[src/design/pge_pkg.sv]
// Package for the bracket-group extractor: character codes, status codes
// and shared types. No dependencies.
package pge_pkg;

  typedef logic [7:0] char_t;
  typedef logic [1:0] status_t;

  // Bracket characters.
  localparam char_t OPEN_CHAR  = 8'h28;
  localparam char_t CLOSE_CHAR = 8'h29;

  // Result status codes.
  localparam status_t ST_OK        = 2'd0;
  localparam status_t ST_UNMATCHED = 2'd1;
  localparam status_t ST_OVERFLOW  = 2'd2;

endpackage

[src/design/pge_if.sv]
// Valid/ready channel interfaces for the bracket-group extractor.
// Depends on pge_pkg for the payload types.
interface pge_in_if;
  logic          valid;
  logic          ready;
  pge_pkg::char_t char_in;

  modport source (output valid, output char_in, input ready);
  modport sink   (input valid, input char_in, output ready);
endinterface

interface pge_out_if;
  logic             valid;
  logic             ready;
  pge_pkg::char_t   char_out;
  logic             last_of_group;
  logic             empty_group;
  pge_pkg::status_t status;

  modport source (output valid, output char_out, output last_of_group,
                  output empty_group, output status, input ready);
  modport sink   (input valid, input char_out, input last_of_group,
                  input empty_group, input status, output ready);
endinterface

[src/design/pge_ram.sv]
// Generic single-write, single-read synchronous RAM with registered read.
// No dependencies.
module pge_ram #(
  parameter int WIDTH = 8,
  parameter int DEPTH = 64
) (
  input  logic                     clk,
  input  logic                     we,
  input  logic [$clog2(DEPTH)-1:0] waddr,
  input  logic [WIDTH-1:0]         wdata,
  input  logic                     re,
  input  logic [$clog2(DEPTH)-1:0] raddr,
  output logic [WIDTH-1:0]         rdata
);

  logic [WIDTH-1:0] mem [DEPTH];

  // Write port, and a read port whose data holds while re is low.
  always_ff @(posedge clk) begin
    if (we) begin
      mem[waddr] <= wdata;
    end
    if (re) begin
      rdata <= mem[raddr];
    end
  end

endmodule

[src/design/paren_group_extractor.sv]
// Top level of the bracket-group extractor: control sequencer around two
// stack memories. Depends on pge_pkg, pge_if (pge_in_if, pge_out_if), pge_ram.
//
// Usage:
//   in_chan carries one character per request. Any character other than ')'
//   is pushed and gives no result. A ')' closes the newest '(':
//   the sequencer first fetches that bracket's position from the bracket stack, then
//   the characters inside are read from the character stack and delivered on
//   out_chan one per cycle, oldest first, last_of_group set on the final one.
//   A closing bracket with nothing inside gives one result with empty_group.
//   A ')' with no open bracket, or a push onto a full stack, is dropped and
//   gives one result with the matching status code.
//   No new request is taken until a ')' has been fully read out; the character
//   stack's single read port limits the read-out to one character per cycle
//   while out_chan is ready.
//   Results pass through an output register; input is taken only when the
//   sequencer is idle and that register is free or being emptied.
//   A stall on out_chan freezes the read-out in place; nothing is lost.
//   Reset empties both stacks at once by clearing their counts; the memory
//   contents are not cleared.
module paren_group_extractor #(
  parameter int STACK_DEPTH = 64
) (
  input  logic      clk,
  input  logic      rst_n,
  pge_in_if.sink    in_chan,
  pge_out_if.source out_chan
);

  localparam int CW = $clog2(STACK_DEPTH + 1);
  localparam int IW = $clog2(STACK_DEPTH);

  localparam logic [1:0] S_IDLE = 2'd0;
  localparam logic [1:0] S_POS  = 2'd1;
  localparam logic [1:0] S_EMIT = 2'd2;

  logic [1:0]  state_r, state_nxt;
  logic [CW-1:0] top_r, top_nxt;
  logic [CW-1:0] open_cnt_r, open_cnt_nxt;
  logic [CW-1:0] cur_r, cur_nxt;
  logic [CW-1:0] end_r, end_nxt;

  logic             out_valid_r, out_valid_nxt;
  pge_pkg::char_t   out_char_r, out_char_nxt;
  logic             out_last_r, out_last_nxt;
  logic             out_empty_r, out_empty_nxt;
  pge_pkg::status_t out_status_r, out_status_nxt;

  logic           cmem_we, cmem_re;
  logic [IW-1:0]  cmem_waddr, cmem_raddr;
  pge_pkg::char_t cmem_rdata;
  logic           omem_we, omem_re;
  logic [IW-1:0]  omem_waddr, omem_raddr, omem_wdata, omem_rdata;

  logic          can_load, in_ready, accept, is_close;
  logic [CW-1:0] open_dec, first_idx, cur_inc;

  // Character stack and stack of open-bracket positions.
  pge_ram #(.WIDTH(8), .DEPTH(STACK_DEPTH)) u_char_ram (
    .clk   (clk),
    .we    (cmem_we),
    .waddr (cmem_waddr),
    .wdata (in_chan.char_in),
    .re    (cmem_re),
    .raddr (cmem_raddr),
    .rdata (cmem_rdata)
  );

  pge_ram #(.WIDTH(IW), .DEPTH(STACK_DEPTH)) u_open_ram (
    .clk   (clk),
    .we    (omem_we),
    .waddr (omem_waddr),
    .wdata (omem_wdata),
    .re    (omem_re),
    .raddr (omem_raddr),
    .rdata (omem_rdata)
  );

  // Handshake and helper values.
  assign can_load  = !out_valid_r || out_chan.ready;
  assign in_ready  = (state_r == S_IDLE) && can_load;
  assign accept    = in_chan.valid && in_ready;
  assign is_close  = (in_chan.char_in == pge_pkg::CLOSE_CHAR);
  assign open_dec  = open_cnt_r - CW'(1);
  assign first_idx = CW'(omem_rdata) + CW'(1);
  assign cur_inc   = cur_r + CW'(1);

  assign in_chan.ready          = in_ready;
  assign out_chan.valid         = out_valid_r;
  assign out_chan.char_out      = out_char_r;
  assign out_chan.last_of_group = out_last_r;
  assign out_chan.empty_group   = out_empty_r;
  assign out_chan.status        = out_status_r;

  // Sequencer: push, fetch the bracket position, then read the group out.
  always_comb begin
    state_nxt      = state_r;
    top_nxt        = top_r;
    open_cnt_nxt   = open_cnt_r;
    cur_nxt        = cur_r;
    end_nxt        = end_r;
    out_valid_nxt  = out_valid_r && !out_chan.ready;
    out_char_nxt   = out_char_r;
    out_last_nxt   = out_last_r;
    out_empty_nxt  = out_empty_r;
    out_status_nxt = out_status_r;
    cmem_we        = 1'b0;
    cmem_waddr     = top_r[IW-1:0];
    cmem_re        = 1'b0;
    cmem_raddr     = cur_inc[IW-1:0];
    omem_we        = 1'b0;
    omem_waddr     = open_cnt_r[IW-1:0];
    omem_wdata     = top_r[IW-1:0];
    omem_re        = 1'b0;
    omem_raddr     = open_dec[IW-1:0];

    case (state_r)
      S_IDLE: begin
        if (accept) begin
          if (!is_close) begin
            if (top_r == CW'(STACK_DEPTH)) begin
              out_valid_nxt  = 1'b1;
              out_char_nxt   = '0;
              out_last_nxt   = 1'b0;
              out_empty_nxt  = 1'b0;
              out_status_nxt = pge_pkg::ST_OVERFLOW;
            end else begin
              cmem_we = 1'b1;
              top_nxt = top_r + CW'(1);
              if (in_chan.char_in == pge_pkg::OPEN_CHAR) begin
                omem_we      = 1'b1;
                open_cnt_nxt = open_cnt_r + CW'(1);
              end
            end
          end else if (open_cnt_r == '0) begin
            out_valid_nxt  = 1'b1;
            out_char_nxt   = '0;
            out_last_nxt   = 1'b0;
            out_empty_nxt  = 1'b0;
            out_status_nxt = pge_pkg::ST_UNMATCHED;
          end else begin
            open_cnt_nxt = open_dec;
            omem_re      = 1'b1;
            state_nxt    = S_POS;
          end
        end
      end

      S_POS: begin
        // The output register was free or being emptied when the ')' was taken, so it is empty now.
        top_nxt = CW'(omem_rdata);
        if (first_idx >= top_r) begin
          out_valid_nxt  = 1'b1;
          out_char_nxt   = '0;
          out_last_nxt   = 1'b1;
          out_empty_nxt  = 1'b1;
          out_status_nxt = pge_pkg::ST_OK;
          state_nxt      = S_IDLE;
        end else begin
          cmem_re    = 1'b1;
          cmem_raddr = first_idx[IW-1:0];
          cur_nxt    = first_idx;
          end_nxt    = top_r;
          state_nxt  = S_EMIT;
        end
      end

      S_EMIT: begin
        // Read data for cur_r stays put until the output register takes it.
        if (can_load) begin
          out_valid_nxt  = 1'b1;
          out_char_nxt   = cmem_rdata;
          out_last_nxt   = (cur_inc == end_r);
          out_empty_nxt  = 1'b0;
          out_status_nxt = pge_pkg::ST_OK;
          if (cur_inc == end_r) begin
            state_nxt = S_IDLE;
          end else begin
            cmem_re = 1'b1;
            cur_nxt = cur_inc;
          end
        end
      end

      default: begin
        state_nxt = S_IDLE;
      end
    endcase
  end

  // Control registers.
  always_ff @(posedge clk) begin
    if (!rst_n) begin
      state_r     <= S_IDLE;
      top_r       <= '0;
      open_cnt_r  <= '0;
      out_valid_r <= 1'b0;
    end else begin
      state_r     <= state_nxt;
      top_r       <= top_nxt;
      open_cnt_r  <= open_cnt_nxt;
      out_valid_r <= out_valid_nxt;
    end
  end

  // Payload and read-out registers.
  always_ff @(posedge clk) begin
    cur_r        <= cur_nxt;
    end_r        <= end_nxt;
    out_char_r   <= out_char_nxt;
    out_last_r   <= out_last_nxt;
    out_empty_r  <= out_empty_nxt;
    out_status_r <= out_status_nxt;
  end

  // The stack never holds more than its depth.
  assert property (@(posedge clk) disable iff (!rst_n)
    top_r <= CW'(STACK_DEPTH))
    else $error("character stack count beyond depth");

  // Every pending '(' sits on the character stack.
  assert property (@(posedge clk) disable iff (!rst_n)
    open_cnt_r <= top_r)
    else $error("more open brackets than stacked characters");

  // During read-out the index stays inside the group.
  assert property (@(posedge clk) disable iff (!rst_n)
    (state_r == S_EMIT) |-> (cur_r < end_r))
    else $error("read-out index past end of group");

  // A matched ')' always goes on to fetch its bracket position.
  assert property (@(posedge clk) disable iff (!rst_n)
    (accept && is_close && (open_cnt_r != '0)) |=> (state_r == S_POS))
    else $error("matched close bracket did not start a group");

  // The final result of a group returns the sequencer to idle.
  assert property (@(posedge clk) disable iff (!rst_n)
    ((state_r == S_EMIT) && can_load && (cur_inc == end_r)) |=>
      (out_valid_r && out_last_r && (state_r == S_IDLE)))
    else $error("group end not delivered");

endmodule

[src/flat_wrapper.sv]
// flat-port wrapper written by rule: the top's interface ports become plain ports
module paren_group_extractor_flat 
#(
  parameter int STACK_DEPTH = 64
)
  (clk, rst_n, in_chan_valid, in_chan_char_in, in_chan_ready, out_chan_valid, out_chan_char_out, out_chan_last_of_group, out_chan_empty_group, out_chan_status, out_chan_ready);
  pge_in_if in_chan_i ();
  pge_out_if out_chan_i ();
  input  logic clk;
  input  logic rst_n;
  input wire logic [$bits(in_chan_i.valid)-1:0] in_chan_valid;
  input wire logic [$bits(in_chan_i.char_in)-1:0] in_chan_char_in;
  output wire logic [$bits(in_chan_i.ready)-1:0] in_chan_ready;
  output wire logic [$bits(out_chan_i.valid)-1:0] out_chan_valid;
  output wire logic [$bits(out_chan_i.char_out)-1:0] out_chan_char_out;
  output wire logic [$bits(out_chan_i.last_of_group)-1:0] out_chan_last_of_group;
  output wire logic [$bits(out_chan_i.empty_group)-1:0] out_chan_empty_group;
  output wire logic [$bits(out_chan_i.status)-1:0] out_chan_status;
  input wire logic [$bits(out_chan_i.ready)-1:0] out_chan_ready;
  assign in_chan_i.valid = in_chan_valid;
  assign in_chan_i.char_in = in_chan_char_in;
  assign in_chan_ready = in_chan_i.ready;
  assign out_chan_valid = out_chan_i.valid;
  assign out_chan_char_out = out_chan_i.char_out;
  assign out_chan_last_of_group = out_chan_i.last_of_group;
  assign out_chan_empty_group = out_chan_i.empty_group;
  assign out_chan_status = out_chan_i.status;
  assign out_chan_i.ready = out_chan_ready;
  paren_group_extractor #(.STACK_DEPTH(STACK_DEPTH)) u_core (.clk(clk), .rst_n(rst_n), .in_chan(in_chan_i), .out_chan(out_chan_i));
endmodule
[config.mk]
export PLATFORM = sky130hd
export DESIGN_NAME = paren_group_extractor_flat
export DESIGN_NICKNAME = d
export VERILOG_FILES = /design/src/design/pge_pkg.sv /design/src/design/pge_if.sv /design/src/design/pge_ram.sv /design/src/design/paren_group_extractor.sv /design/src/flat_wrapper.sv
export SDC_FILE = /design/constraint.sdc
export NUM_CORES = 1
export LEC_CHECK = 0
export BUFFER_PORTS_ARGS = -buffer_cell sky130_fd_sc_hd__buf_2
export CAP_MARGIN = 30
export CORE_MARGIN = 1
export CORE_UTILIZATION = 35
export CTS_CLUSTER_DIAMETER = 60
export DETAILED_ROUTE_END_ITERATION = 7
export HOLD_SLACK_MARGIN = 0.15
export PLACE_DENSITY = 0.49
export SLEW_MARGIN = 25
export SYNTH_ARGS = -nofsm -noshare
export SYNTH_HDL_FRONTEND = slang
export SYNTH_SLANG_ARGS = --single-unit
[constraint.sdc]
create_clock -name clk -period 4.6 [get_ports clk]
set_input_delay 0.23 -clock clk [delete_from_list [all_inputs] [get_ports clk]]
set_output_delay 0.23 -clock clk [all_outputs]
set_load 0.02 [all_outputs]
==> metrics.txt <==
Post-Syn Instances=2283; Max Fclk=231.0 MHz; crit-path cells=ha_1, and3_1, and3_1, ha_1, and3_1, o21ai_2, o211ai_2, inv_2, o21ai_4, buf_4, clkbuf_16, mux2i_1, a222oi_1, a211oi_1, buf_4, a2111oi_2; Post-synth EDFFs=936; DRT antenna net count=0; Req. time, crit path=5.10 ns; hold_ws=0.2676 ns; arrival time at the worst endpoint=4.83 ns; Main synth FF type=edfxtp_1; Max stage delay cell, worst path=edfxtp_1; Worst Path Buf+Inv=4; most frequent CP cell=and3_1; non-filler cells, final=4001; r2r worst-path depth=16; Crit. End Element=flip-flop; Critical Path Max Stage Delay=0.42 ns; worst reg2reg setup slack=0.27 ns; vias per inst=5.426; Iteration-0 DRC Markers=2341; Rows=122; Yosys warnings=0; Top Ports=26; Num CTS Buffers=105; min-delay worst type=input pin to flip-flop; drt pass-1 iters=6; Post-synth ARST share=0; grt total ovfl=0; Final Wtd Congestion=0.8585; core area=110700 um2; DIE WIDTH=336.1 um; Setup TNS=0 ns; Fin Clk Skew=0.03365 ns; layout cell share with drive strength beyond 1=0.2054; Total GRT Usage=0.1884; antenna violations before repair=1; CP delay by family, top=compound AO/OA/AOI/OAI gates; Max Root-Sink Buffers=3; stages on the worst setup path=16; vias=21708; wire per inst=26.76 um; Final setup viols=0; critical setup path kind=flip-flop to flip-flop; Netlist Area Pre-Place=39060 um2; PwrDens=399.3 nW/um2; fin crit period=4.329 ns; most frequent cells in the layout=edfxtp_1, nor2_1, nand2_1, mux4_2, mux2i_1; register bit total from synthesis=953; run status=finished clean; register area=28460 um2; Final Hold Viols=0; Final period util=0.9410; worst-path fanout max=22; Worst-Skew Late Latency=0.69 ns; Tot Pwr=18.12 mW; Syn Nets=2313; Worst setup SP type=flip-flop; hold depth=2; Clock transition at path regs=0.06 ns; Die Area=112900 um2; Syn Area/Cell=17.11 um2; vias in the first global route=21415; Peak VDD IR=0.2797 mV; Slew Viols, Final=0; Slew @ Worst Pin=0.9453 ns; CTS tree=done; sequential area share after synthesis=0.7284; root buffer cell=clkbuf_16; area of the multi-input gates=9930 um2; Nets=2457; slew margin rel.=0.3675; DRC Markers=0; Leak=14.85 nW; CTS H-tree depth=3; RSZ-0062 raised after global routing=false; number of unique standard cell types used by synthesis=70; Buffers on Ports=25; Routed WL=107.1 mm; RR Startpoint=u_core.u_open_ram.rdata[0]; Fill cells=9946; die height=336.1 um; Area Growth Syn to Fin=16.18%; pin count of the biggest net entering global routing=75; Post-DP HPWL=66.50 mm; Critical path origin=u_core.u_open_ram.rdata[0]; starting density of the core=0.3529; Placed Cells incl. Taps=3792; # Max-Cap Violations=0; commonest non-fill, non-tap cell in the layout=edfxtp_1; HP Start=in_chan_char_in[6]; global-route wire length before repair=153.3 mm; CTS Sinks=953
## synthesized netlist by cell type (17+ instances only)
cell	number	area, um2
nand2_1	171	641.9
mux4_2	126	2838
nor4b_1	24	210.2
o211a_1	32	320.3
edfxtp_1	936	28110
o31ai_1	36	270.3
o211ai_1	51	382.9
nand3_1	67	335.3
ha_1	18	225.2
mux2_2	18	202.7
nor2_1	172	645.6
inv_1	53	198.9
buf_1	22	82.58
dfxtp_1	17	340.3
mux2i_1	127	1271
clkbuf_1	70	262.8
a31oi_1	43	269.0
a211oi_1	36	270.3
buf_2	28	140.1
## per-stage QoR
stage	worst slack, ns	util	instance area, um2
after floorplan	0.2742	-	39060
final	0.2713	0.4100	45380
after detailed placement	0.1441	0.3771	41740
after CTS	0.1290	0.4085	45210
after global placement	0.07349	0.3767	41690
after global routing	0.01410	0.4100	45370
## per-layer routing
layer  vias up  GRT usage  part of all wire
met4         0    0.05198             0.024
met5         -          0                 0
met1     11325     0.2721              0.45
met2       768     0.2890              0.46
met3       149    0.03725             0.070
li1       9466          -                 -
## final timing paths
check | to
worst max register to register | u_core.u_char_ram.rdata[1]
worst min register to register | u_core.end_r[6]
worst max-delay path | u_core.u_char_ram.rdata[1]
worst min-delay path | u_core.u_char_ram.mem[16][6]
## what timing repair did
| item | 4_1_cts | 5_1_grt |
|---|---|---|
| setup endpoints to repair | 0 | 8 |
| gates resized for setup | 0 | 4 |
| endpoints found under the hold margin | 30 | 0 |
| hold buffers | 6 | 0 |
| buffers inserted | 0 | 7 |
## kinds of logic (layout without fill, tap and decap cells)
| group | Yosys count | after routing | share of synthesized area |
|---|---|---|---|
| DFF | 953 | 953 | 0.7284 |
| and+or+nand+nor | 514 | 514 | 0.06228 |
| AOI/OAI and AO/OA | 306 | 306 | 0.06356 |
| muxes | 273 | 273 | 0.1113 |
| buffers and inverters | 189 | 418 | 0.02050 |
| xor gates and xnor gates | 30 | 30 | 0.008201 |
| adders and majority gates | 18 | 18 | 0.005767 |
| other | 0 | 1 | 0 |
## state kept, by name (all words and copies together) (netlist names)
register / flops
u_core.cur_r: 7
u_core.end_r: 7
u_core.open_cnt_r: 7
u_core.out_chan.char_out: 8
u_core.out_chan.empty_group: 1
u_core.out_chan.last_of_group: 1
u_core.out_chan.status: 2
u_core.out_chan.valid: 1
u_core.state_r: 2
u_core.top_r: 7
u_core.u_char_ram.mem: 512
u_core.u_char_ram.rdata: 8
u_core.u_open_ram.mem: 384
u_core.u_open_ram.rdata: 6
## area by class of cell
| cell class | instances | share of cell area |
|---|---|---|
| Timing Repair Buffer | 170 | 0.03303 |
| Sequential cell | 953 | 0.6272 |
| Tap cell | 1488 | 0.04103 |
| Inverter | 56 | 0.004632 |
| Clock buffer | 132 | 0.06154 |
| Antenna cell | 1 | 0.00005515 |
| Multi-Input combinational cell | 1141 | 0.2188 |
| Clock inverter | 60 | 0.01373 |
## where the power goes
group | switching, mW | internal, mW
registers | 0.00409 | 9.52
clock network | 3.43 | 4.91
logic | 0.209 | 0.0406
Power figures use the tool's default switching activity.
